File: config.mk
export PLATFORM = sky130hd
export DESIGN_NAME = dmm_ram
export DESIGN_NICKNAME = d
export VERILOG_FILES = /design/src/dmm_ram.sv
export SDC_FILE = /design/constraint.sdc
export NUM_CORES = 2
export LEC_CHECK = 0
export ABC_AREA = 0
export ABC_CLOCK_PERIOD_IN_PS = 7800
export BUFFER_PORTS_ARGS = -buffer_cell sky130_fd_sc_hd__buf_2
export CAP_MARGIN = 20
export CORE_MARGIN = 4
export CORE_UTILIZATION = 50
export CTS_BUF_LIST = sky130_fd_sc_hd__clkbuf_8 sky130_fd_sc_hd__clkbuf_16
export DETAILED_ROUTE_END_ITERATION = 6
export PLACE_DENSITY = 0.64
export SYNTH_ARGS = -nofsm -noshare
export SYNTH_HDL_FRONTEND = slang
export SYNTH_SLANG_ARGS = --single-unit
export TNS_END_PERCENT = 20
File: constraint.sdc
create_clock -name clk -period 7.8 [get_ports clk]
set_input_delay 1.17 -clock clk [delete_from_list [all_inputs] [get_ports clk]]
set_output_delay 1.17 -clock clk [all_outputs]
set_load 0.1 [all_outputs]
File: src/dmm_ram.sv
`default_nettype none

module dmm_ram #(
    parameter int WIDTH = 32,
    parameter int DEPTH = 64
) (
    input  wire logic                     clk,
    input  wire logic                     we,
    input  wire logic [$clog2(DEPTH)-1:0] waddr,
    input  wire logic [WIDTH-1:0]         wdata,
    input  wire logic [$clog2(DEPTH)-1:0] raddr,
    output logic      [WIDTH-1:0]         rdata
);

    logic [WIDTH-1:0] mem [DEPTH];

    always_ff @(posedge clk) begin
        if (we) begin
            mem[waddr] <= wdata;
        end
        rdata <= mem[raddr];
    end

endmodule

`default_nettype wire

# Word-level counts from Yosys, hierarchy flattened
# Memory sizes are Yosys's and may differ from the RTL's. A register that Yosys moved wholly into a read port is not among the register bits.
# Cells that the tools add are included.
# W data, S select, Z words.
[classes] n_mux=2
[op_table] operator="$mux W1" count=2
[word_totals] input_bits=46 regBits=0 ram_bits=2048 n_memories=1
[mem_list] memory="mem" depth=64 width=32 read_ports=1 rd_ports_with_merged_regs=1 write_ports=1 line="15" rtl="logic [WIDTH-1:0] mem [DEPTH];"

# Depth between registers and ports, before layout
[logic_depth] ltp_word=2 ltp_mapped=10 ltp_nobuf=5

# Worst setup path after synthesis
# Ideal clock, no wire load.
[synth_timing] path_type="input-to-reg" startpoint="in waddr[3]" endpoint="mem mem[48][0] (enable)" t_arrival_ns=3.869 setup_slack_ns=3.470 path_buffers=1 path_stages=4 required_time_ns=7.339 setup_time_ns=0.461 path_cell_list="clkbuf_1 > nor2b_1 > nand4b_1 > nor3_1"
[synth_rtl] element="start: declaration" line="9" rtl="input wire logic [$clog2(DEPTH)-1:0] waddr,"
[synth_rtl] element="end: declaration" line="15"
# No word-level cell before the write port.

==> out/qor.csv <==
metric,value,unit
syn_inst,3324,
synth_cell_type_count,34,
tns,0,ns
period_share,0.523,
drc,0,
cts_setup_buffers,0,
ys_seq_area_frac,0.791,
p_sw,4.96,mW
grt_max_degree,100,
critPathLaunch,raddr[1],
holdPathStages,1,
rows,145,
detail_route.iter0.violations,5544,
yosys-top-cells-area,"edfxtp_1, mux4_2, mux2i_1, dfxtp_1, o22ai_1",
final_net_count,3586,
ys.flop_type,edfxtp_1,
tightest_slew,1.13,ns
hold_class,input pin to flip-flop,
die_w,404,µm
p_leak,27.9,nW
path_class,input pin to flip-flop,
cts_root_buf,clkbuf_16,
reg2regPathDepth,4,
clk_pin_slew,0.06,ns
grt_pass1_wl,285000,µm
p_sw_frac,0.212,
coreArea,156000,µm²
end_kind,flip-flop,
postSynthAreaPerCell,23.6,µm²
seq_power_share,0.531,
final_hold_viol_count,0,
finClkSkew,0.0274,ns
dr.pass1.iters,5,
slowest_delay,0.76,ns
drv_cap,0,
met1_length,79400,µm
clkPwrFrac,0.415,
dpl.hpwl,103000,µm
vias,37200,
synth_seq_cells,2080,
pin_count,78,
power_frac_comb,0.053,
cp_max_fo,58,
fillers,11000,
status,finished clean,
vdd_drop_max,0.246,mV
cts.sinks,2080,
worstHoldStart,wdata[22],
initial_utilization,0.503,
crit_chain,buf_8 > buf_4 > buf_4 > mux4_2 > mux4_2 > o22ai_1 > nor2_1,
grt-ovfl-total,0,
dr_wl_met3,18900,µm
internal_power,18.4,mW
synth_commonest_cells,"edfxtp_1, mux4_2, nor2_1",
ant_nets,0,
synthToLayoutAreaGrowth,13.4,%
synth_area_leader_cell,edfxtp_1,
multi_input_area,16000,µm²
synth_edf_count,2048,
holdWs,0.642,ns
clockBufferDepth,3,
worstPathRequired,8.47,ns
critPathSlowestCell,buf_4,
slew_headroom,0.248,
top_layer_used,met5,
postCtsHoldBufs,0,
yosysMostFrequentCell,edfxtp_1,
start_kind,input pin,
via_per_inst,6.45,
antenna_found_initial,15,
syn_nets,3370,
synth.cell_area,78500,µm²
place_congestion,0.759,
route.met2.wl,97800,µm
yosys_warnings,0,
cp.arrival,4.75,ns
grt_use_total,0.250,
die_area,163000,µm²
cts_tree,built,
async_reset_ff_frac,0,
grt_pass1_vias,37600,
p_per_area,263,nW/µm²
routedWlPerCell,35.1,µm
drive_gt1_frac,0.302,
rsz0062_at_grt,false,
port_buffers,77,
die_h,404,µm
reg2reg_from,mem[47][14],
clk_latency,0.82,ns
ctsResizeCount,0,
cts-htree-levels,4,
period_minus_slack,4.08,ns
max_freq,245,MHz
numCtsBuffers,201,
regArea,62100,µm²
setup_violations,0,
routed_wl,202000,µm
yosysTopAreaCellShare,0.783,
slew_viol_final,0,
state kept, by name, summed over array words and instances (netlist names):
name,cells
mem,2048
rdata,32
cells by family (layout without fill, tap and decap cells):
group	count (synthesis)	in the layout	synth area share
buffers and inverters	182	567	0.0113
AO/OA/AOI/OAI	202	202	0.0167
AND/OR/NAND/NOR	223	223	0.0127
multiplexers	637	637	0.168
other	0	6	0
flip-flops	2080	2080	0.791
path summary, 6_finish.rpt:
path                                     to  slack (ns)
worst max-delay path              rdata[30]        3.72
worst min register to register     rdata[4]        0.84
worst max register to register    rdata[14]        5.49
worst min-delay path            mem[31][22]        0.64
through the flow:
stage | instance area (µm²) | setup slack, ns | cells | total power, mW | util
after detailed placement | 81900 | 2.89 | 5376 | 13.9 | 0.525
after global routing | 89000 | 3.62 | 5767 | 24.1 | 0.570
after floorplan | 78500 | 3.47 | 3324 | 13.4 | -
after global placement | 81900 | 2.90 | 5375 | 13.9 | 0.524
after CTS | 88600 | 3.77 | 5748 | 23.5 | 0.567
final | 89000 | 3.72 | 5773 | 23.4 | 0.570
power by group through the flow:
| stage | combinational, mW | clock (mW) | sequential (mW) |
|---|---|---|---|
| 6_report | 1.25 | 9.71 | 12.4 |
| 5_1_grt | 1.32 | 10.4 | 12.4 |
| 4_1_cts | 1.24 | 9.86 | 12.4 |
| 3_5_place_dp | 1.23 | 0 | 12.7 |
| 3_3_place_gp | 1.20 | 0 | 12.7 |
| 2_1_floorplan | 0.602 | 0 | 12.8 |
final cells by class:
cell class	count	area share
Clock inverter	156	0.0156
Clock buffer	216	0.0593
Timing Repair Buffer	195	0.0185
Multi-Input combinational cell	1062	0.179
Antenna cell	6	0.000169
Tap cell	2058	0.0289
Sequential cell	2080	0.698
layout by cell type (no fill, tap or decap), drive strengths merged, types with 6 or more instances in the layout:
cell,netlist,layout
nand2,26,26
dfxtp,32,32
inv,0,44
mux2i,93,93
nand2b,8,8
nor3,7,7
a21oi,62,62
nor2b,15,15
o221ai,27,27
clkbuf,74,216
a22oi,12,12
nor2,137,137
mux4,544,544
o22ai,84,84
buf,108,195
diode,0,6
a311oi,8,8
clkinv,0,84
bufinv,0,23
edfxtp,2048,2048
critical path, delay by kind of cell:
kind | cells | cell delay, ns
multiplexers | 2 | 0.91
buffers and inverters | 3 | 1.73
AO/OA/AOI/OAI | 1 | 0.67
AND/OR/NAND/NOR | 1 | 0.11
routing by layer:
metal  vias to the layer above  global-route usage
met3                       343              0.0512
met1                     20200               0.356
met5                         -                   0
met4                         8              0.0741
met2                      1942               0.396
li1                      14700                   -
(Power assumes the default switching activity.)
