===== src/dmm_pkg.sv =====
`default_nettype none

package dmm_pkg;

    // fixed field widths
    localparam int CFG_W      = 4;
    localparam int CFG_IDX_W  = 2;
    localparam int CMD_W      = 2;
    localparam int IDX_W      = 3;
    localparam int FIELD_ELEM_W = 32;
    localparam int SUM_W      = 64;
    localparam int DIGIT_W    = 8;

    // input tdata layout, lowest bit first
    localparam int IN_ROW_LSB  = 0;
    localparam int IN_COL_LSB  = IN_ROW_LSB + IDX_W;
    localparam int IN_ELEM_LSB = IN_COL_LSB + IDX_W;
    localparam int IN_SUM_LSB  = IN_ELEM_LSB + FIELD_ELEM_W;
    localparam int IN_DATA_W   = 104;

    // output tdata layout, lowest bit first
    localparam int OUT_ROW_LSB = 0;
    localparam int OUT_COL_LSB = OUT_ROW_LSB + IDX_W;
    localparam int OUT_SUM_LSB = OUT_COL_LSB + IDX_W;
    localparam int OUT_DATA_W  = 72;

    localparam logic [CFG_W-1:0] CFG_RESET = 4'd8;

    typedef enum logic [CFG_IDX_W-1:0] {
        CFG_ROWS_A    = 2'd0,
        CFG_INNER_LEN = 2'd1,
        CFG_COLS_B    = 2'd2,
        CFG_NONE      = 2'd3
    } cfg_index_t;

    typedef enum logic [CMD_W-1:0] {
        CMD_LOAD_A = 2'd0,
        CMD_LOAD_B = 2'd1,
        CMD_LOAD_C = 2'd2,
        CMD_START  = 2'd3
    } command_t;

    typedef enum logic [2:0] {
        ST_IDLE,
        ST_FETCH,
        ST_LOAD,
        ST_MUL,
        ST_EMIT
    } seq_state_t;

    typedef struct packed {
        logic start;
        logic first;
    } dmm_mac_cmd_t;

    typedef struct packed {
        logic busy;
        logic sat;
    } dmm_mac_stat_t;

endpackage

`default_nettype wire


===== src/dmm_mac.sv =====
`default_nettype none

// digit-serial signed multiply, then one saturating add into the accumulator
module dmm_mac
    import dmm_pkg::*;
#(
    parameter int ELEM_WIDTH = 32
) (
    input  wire logic                         aclk,
    input  wire logic                         aresetn,
    input  wire dmm_mac_cmd_t                 cmd,
    input  wire logic signed [ELEM_WIDTH-1:0] a,
    input  wire logic signed [ELEM_WIDTH-1:0] b,
    input  wire logic        [SUM_W-1:0]      init_value,
    output dmm_mac_stat_t                     stat,
    output logic             [SUM_W-1:0]      acc
);

    localparam int NDIG  = (ELEM_WIDTH + DIGIT_W - 1) / DIGIT_W;
    localparam int BW    = NDIG * DIGIT_W;
    localparam int CNT_W = (NDIG > 1) ? $clog2(NDIG) : 1;

    logic                    running_reg;
    logic                    add_pend_reg;
    logic [CNT_W-1:0]        dig_cnt_reg;
    logic signed [SUM_W-1:0] a_sh_reg;
    logic [BW-1:0]           b_sh_reg;
    logic [SUM_W-1:0]        prod_reg;
    logic [SUM_W-1:0]        acc_reg;
    logic                    sat_reg;

    logic                    top_digit;
    logic signed [DIGIT_W:0] digit;
    logic signed [SUM_W+DIGIT_W:0] pp;
    logic [SUM_W-1:0]        sum;
    logic                    ovf;
    logic [SUM_W-1:0]        acc_next;

    always_comb begin
        top_digit = dig_cnt_reg == CNT_W'(NDIG - 1);
        // the top digit carries the sign weight
        digit = top_digit ? {b_sh_reg[DIGIT_W-1], b_sh_reg[DIGIT_W-1:0]}
                          : {1'b0, b_sh_reg[DIGIT_W-1:0]};
        pp  = a_sh_reg * digit;
        sum = acc_reg + prod_reg;
        ovf = (acc_reg[SUM_W-1] == prod_reg[SUM_W-1]) && (sum[SUM_W-1] != acc_reg[SUM_W-1]);
        if (ovf) begin
            acc_next = acc_reg[SUM_W-1] ? {1'b1, {(SUM_W-1){1'b0}}}
                                        : {1'b0, {(SUM_W-1){1'b1}}};
        end else begin
            acc_next = sum;
        end
    end

    always_ff @(posedge aclk) begin
        if (!aresetn) begin
            running_reg  <= 1'b0;
            add_pend_reg <= 1'b0;
            dig_cnt_reg  <= '0;
            sat_reg      <= 1'b0;
        end else begin
            if (cmd.start) begin
                running_reg <= 1'b1;
                dig_cnt_reg <= '0;
                if (cmd.first) begin
                    sat_reg <= 1'b0;
                end
            end else if (running_reg) begin
                dig_cnt_reg <= dig_cnt_reg + 1'b1;
                if (top_digit) begin
                    running_reg  <= 1'b0;
                    add_pend_reg <= 1'b1;
                end
            end else if (add_pend_reg) begin
                add_pend_reg <= 1'b0;
                sat_reg      <= sat_reg | ovf;
            end
        end
    end

    always_ff @(posedge aclk) begin
        if (cmd.start) begin
            a_sh_reg <= SUM_W'(a);
            b_sh_reg <= BW'(b);
            prod_reg <= '0;
            if (cmd.first) begin
                acc_reg <= init_value;
            end
        end else if (running_reg) begin
            prod_reg <= prod_reg + pp[SUM_W-1:0];
            a_sh_reg <= a_sh_reg <<< DIGIT_W;
            b_sh_reg <= b_sh_reg >> DIGIT_W;
        end else if (add_pend_reg) begin
            acc_reg <= acc_next;
        end
    end

    assign stat.busy = running_reg | add_pend_reg;
    assign stat.sat  = sat_reg;
    assign acc       = acc_reg;

endmodule

`default_nettype wire


===== config.mk =====
export PLATFORM = sky130hd
export DESIGN_NAME = dmm_mac
export DESIGN_NICKNAME = d
export VERILOG_FILES = /design/src/dmm_pkg.sv /design/src/dmm_mac.sv
export SDC_FILE = /design/constraint.sdc
export NUM_CORES = 2
export LEC_CHECK = 0
export ABC_CLOCK_PERIOD_IN_PS = 7850
export CORE_ASPECT_RATIO = 1.75
export CORE_UTILIZATION = 60
export CTS_CLUSTER_SIZE = 8
export DETAILED_ROUTE_END_ITERATION = 16
export DONT_BUFFER_PORTS = 1
export PLACE_DENSITY_LB_ADDON = 0.25
export REMOVE_ABC_BUFFERS = 1
export SYNTH_ARGS = -nofsm -noshare
export SYNTH_HDL_FRONTEND = slang
export SYNTH_SLANG_ARGS = --single-unit

===== constraint.sdc =====
create_clock -name aclk -period 7.85 [get_ports aclk]
set_input_delay 1.57 -clock aclk [delete_from_list [all_inputs] [get_ports aclk]]
set_output_delay 1.57 -clock aclk [all_outputs]
set_load 0.02 [all_outputs]

After elaboration in Yosys (flattened, before gate mapping)
Cells that the tools add are included. W data, S select, Z words.

Register bits: 229. Bits in latches: 0. Bits in writable memories: 0. Memory bits (read-only): 0. Input port bits: 132. Output and inout bits: 66. Logic and storage cells: 48. Memories: 0.

Add/sub/neg operators: 3. Multipliers: 1. Div/mod/pow operators: 0. $lt $le $gt $ge: 0. Equality and inequality tests: 6. Shift-type cells: 0. Muxes and demuxes: 20. Bitwise operators: 4. Reduce and logical (&&, ||, !) cells: 6.

Operator list (number): $mux W64 (8); $add A64 B64 Y64 (2); $mul A64 B9 Y64 (1); $mux W32 (2); $mux W1 (9); $mux W9 (1); $ne A2 B2 Y1 const B (2); $reduce_bool A2 Y1 (2); $reduce_and A3 Y1 (1); $add A2 B1 Y2 const B (1); $eq A2 B2 Y1 const B (1); $ne A2 B1 Y1 const B (1); $not A1 Y1 (2); $or A1 B1 Y1 (2); $reduce_and A2 Y1 (1); $reduce_or A2 Y1 (1); $eq A1 B1 Y1 (1); $logic_and A1 B1 Y1 (1); $ne A1 B1 Y1 (1).

Depth between registers and ports, before layout
Word-level depth: 7. Mapped depth: 26. Mapped depth without buffers: 23.

Worst setup path after synthesis
No wires, ideal clock.

Kind: flip-flop to flip-flop. Start: register dig_cnt_reg[0]. End: register prod_reg[63]. Library setup time: 0.074 ns. Arrival: 6.137 ns. Setup slack: 1.639 ns. Cell stages (with the launch flop): 24. Path buffers: 3. Clock period less this slack: 6.211 ns. Cells stage by stage: dfxtp_1 -> ha_1 -> clkbuf_1 -> nand2_1 -> clkbuf_1 -> nor2_1 -> fa_1 -> fa_1 -> fa_1 -> inv_1 -> fa_1 -> fa_1 -> inv_1 -> ha_1 -> buf_4 -> nand4_2 -> or3_1 -> or2_0 -> a211o_1 -> a211oi_2 -> a31o_4 -> a41oi_4 -> or4_1 -> a31oi_1.

Longest elaborated chain between the ends: 4.

Ends and longest elaborated chain: start: declaration (line dmm_mac.sv:25) `logic [CNT_W-1:0] dig_cnt_reg;`; start signal: assignment (line dmm_mac.sv:69) `dig_cnt_reg <= dig_cnt_reg + 1'b1;`; $eq A2 B2 Y1 (line dmm_mac.sv:40) `top_digit = dig_cnt_reg == CNT_W'(NDIG - 1);`; $mux W9 (line dmm_mac.sv:42) `digit = top_digit ? {b_sh_reg[DIGIT_W-1], b_sh_reg[DIGIT_W-1:0]}`; $mul A64 B9 Y64 (line dmm_mac.sv:44) `pp = a_sh_reg * digit;`; $add A64 B64 Y64 (line dmm_mac.sv:90) `prod_reg <= prod_reg + pp[SUM_W-1:0];`; end signal: assignment (line dmm_mac.sv:90); end: declaration (line dmm_mac.sv:28) `logic [SUM_W-1:0] prod_reg;`.

No other way between the ends. A chain may end at the register's enable or synchronous reset.

Final worst setup path
Start: register b_sh_reg[5]. End: register prod_reg[63].

Longest elaborated chain between the ends: 3.

Ends and longest elaborated chain: start: declaration (line dmm_mac.sv:27) `logic [BW-1:0] b_sh_reg;`; start signal: assignment (line dmm_mac.sv:84) `b_sh_reg <= BW'(b);`; start signal: assignment (line dmm_mac.sv:92) `b_sh_reg <= b_sh_reg >> DIGIT_W;`; $mux W9 (line dmm_mac.sv:42); $mul A64 B9 Y64 (line dmm_mac.sv:44); $add A64 B64 Y64 (line dmm_mac.sv:90).

No other way between the ends.

==> impl_metrics.yaml <==
placed_design:
  place_area_um2: 32100
  io_buffers: 0
  dp_cells: 4025
  routabilityCongestion: 1.02
  dp_hpwl_mm: 80.9
die:
  die_w_um: 176
  die_height_um: 307
  rows: 111
  coreArea_um2: 52400
  io_pins: 198
  initial_core_util_pct: 60.8
  die_area_um2: 54000
sta:
  min_period_over_period_pct: 91.0
  setup_viol: 0
  tightestPinTransition_ns: 1.34
  skew_ns: 0.0233
  rsz0062_at_grt: "false"
  slew_headroom_pct: 10.8
  maxSlewViolCount: 0
  post-route-min-period_ns: 7.14
  tns_ns: 0
  max_freq_ghz: 0.140
  finalHoldViolCount: 0
  hold_ws_ns: 0.530
cts:
  htreeDepth: 2
  ctsHoldBuffers: 0
  cts_buffers: 34
  clkLatencyLatePin_ns: 0.58
  cts.root.buffer_cell: "clkbuf_16"
  cts_tree: "yes"
  postCtsSetupBuffers: 0
  clk_pin_slew_ns: 0.07
  cts.path.max_buffers: 3
  cts_resized: 0
  cts_sinks: 229
worst_hold_path:
  hold_start: "prod_reg[61]$_SDFFE_PP0P_"
  hold_path_class: "register to register"
  hold_end: "prod_reg[61]$_SDFFE_PP0P_"
  hold_path_depth: 2
critical_path:
  reg2reg_depth: 19
  r2r_start: "b_sh_reg[5]$_DFFE_PP_"
  required_ns: 8.34
  cp-start-kind: "register"
  cp-end-kind: "register"
  crit_path_max_fanout: 29
  timing.rr.end: "prod_reg[63]$_SDFFE_PP0P_"
  rrSetupSlack_ns: 0.71
  critPathArrivalTime_ns: 7.64
  worst-setup-path-type: "register to register"
layout:
  multi_input_area_um2: 22400
  regArea_um2: 6190
  drive_above_1_share_pct: 4.43
  syn_to_final_growth_pct: 3.93
  nFillCells: 4370
  final_cells: 4094
  nNetsFinal: 4182
  final_common_cell: "inv_1"
  design_area_um2: 33100
  mostFrequentLayoutCells: "inv_1, fa_1, nand2_1"
drt:
  dr.pass1.iters: 6
  drt_iter0_markers: 1667
  drt_wl_total_mm: 105
  drc: 0
  vias: 25500
  drt-vias-per-instance: 6.22
  wl_per_cell_um: 25.6
  antenna_violating_nets_post_route: 0
synth:
  ys_seq_elements: 229
  ys.flop_type: "edfxtp_1"
  ys.warnings.count: 0
  syn_avg_cell_area_um2: 9.04
  synthDistinctLibCells: 82
  synth_seq_area_share_pct: 19.4
  synthArstFlopShare_pct: 0
  syn_inst: 3522
  synth_edf_count: 160
  syn_area_um2: 31800
global_routing:
  grt_pass1_vias: 27300
  grt_pass1_wl_mm: 159
  gr-total-overflow: 0
  grt_use_total_pct: 40.0
  grt_max_degree: 155
  antenna_found_initial: 10
outcome:
  outcome: "completed"
flow_run:
  cap_violations: 0
## final cells by class
class,instances,share of cell area [%]
antenna,9,0.0681
clock buffer,59,2.92
clock inverter,1,0.0265
inverter,622,7.07
multi-input combinational,2458,67.7
sequential,229,18.7
tap,678,2.56
timing repair buffer,38,0.976
## cells in the mapped netlist (6+ instances only)
| library cell | n | area, um^2 |
|---|---|---|
| inv_1 | 621 | 2330 |
| fa_1 | 464 | 9290 |
| nand2_1 | 443 | 1660 |
| and2_1 | 236 | 1480 |
| ha_1 | 203 | 2540 |
| nor2_1 | 172 | 646 |
| clkbuf_1 | 163 | 612 |
| edfxtp_1 | 160 | 4800 |
| a21oi_1 | 145 | 726 |
| o21ai_0 | 117 | 586 |
| xnor2_1 | 98 | 858 |
| dfxtp_1 | 69 | 1380 |
| a21o_1 | 58 | 435 |
| a2bb2oi_1 | 47 | 412 |
| mux2_2 | 47 | 529 |
| mux2i_1 | 33 | 330 |
| nand3_1 | 31 | 155 |
| xor2_1 | 31 | 272 |
| nand4_1 | 30 | 188 |
| buf_1 | 27 | 101 |
| nor3_1 | 25 | 125 |
| a211oi_1 | 24 | 180 |
| o21bai_1 | 21 | 158 |
| and3_1 | 20 | 125 |
| a31oi_1 | 16 | 100 |
| a221oi_1 | 15 | 131 |
| o211ai_1 | 15 | 113 |
| o21a_1 | 15 | 113 |
| nand2b_1 | 13 | 81.3 |
| o31ai_1 | 13 | 97.6 |
| nor2b_1 | 12 | 75.1 |
| or3_1 | 10 | 62.6 |
| a2111oi_0 | 6 | 52.6 |
| buf_2 | 6 | 30.0 |
| buf_4 | 6 | 45.0 |
| clkbuf_8 | 6 | 82.6 |
| o22ai_1 | 6 | 37.5 |
## through the flow
| stage | util, % | worst slack [ns] |
|---|---|---|
| finish | 63.2 | 0.706 |
| global route | 63.2 | 0.450 |
| CTS | 63.1 | 0.708 |
| detailed placement | 61.3 | 0.779 |
| global placement | 61.3 | 0.910 |
| floorplan | - | 0.564 |
## worst max path at each step
stage	startpoint	to	slack [ns]	cells after the start
finish	b_sh_reg[5]$_DFFE_PP_	prod_reg[63]$_SDFFE_PP0P_	0.71	19
global route	b_sh_reg[5]$_DFFE_PP_	prod_reg[60]$_SDFFE_PP0P_	0.45	21
CTS	b_sh_reg[5]$_DFFE_PP_	prod_reg[63]$_SDFFE_PP0P_	0.71	19
detailed placement	b_sh_reg[5]$_DFFE_PP_	prod_reg[63]$_SDFFE_PP0P_	0.78	19
global placement	b_sh_reg[4]$_DFFE_PP_	prod_reg[63]$_SDFFE_PP0P_	0.91	20
floorplan	b_sh_reg[7]$_DFFE_PP_	prod_reg[52]$_SDFFE_PP0P_	0.56	21
## logic make-up after synthesis
logic type	synth area share, %
adder cells (fa/ha/maj)	37.2
XOR/XNOR	3.55
multiplexers	2.70
AND/OR/NAND/NOR	15.1
flip-flops	19.4
buffers and inverters	10.3
AO/OA/AOI/OAI	11.7
## metal layers
layer | wire [um] | vias up | GRT usage, %
li1 | - | 11000 | -
met1 | 32500 | 12700 | 39.0
met2 | 53200 | 1256 | 69.6
met3 | 8260 | 514 | 9.33
met4 | 11000 | 2 | 36.1
met5 | 12 | - | 0
## critical path, cell delays in order (launching register included)
cell and delay (ns):
edfxtp_1 1.23, nand2_1 0.20, fa_1 0.56, inv_1 0.06
fa_1 0.51, fa_1 0.50, inv_1 0.05, fa_1 0.47
fa_1 0.50, inv_1 0.05, ha_1 0.35, nand2_1 0.14
or3_1 0.41, or2_0 0.24, a211o_1 0.34, a211oi_2 0.30
a31o_4 0.28, a41oi_4 0.16, or4_1 0.53, a31oi_1 0.14
Power is not shown: default switching activity piles up to over one toggle a cycle in this logic, so the estimate is an artifact.
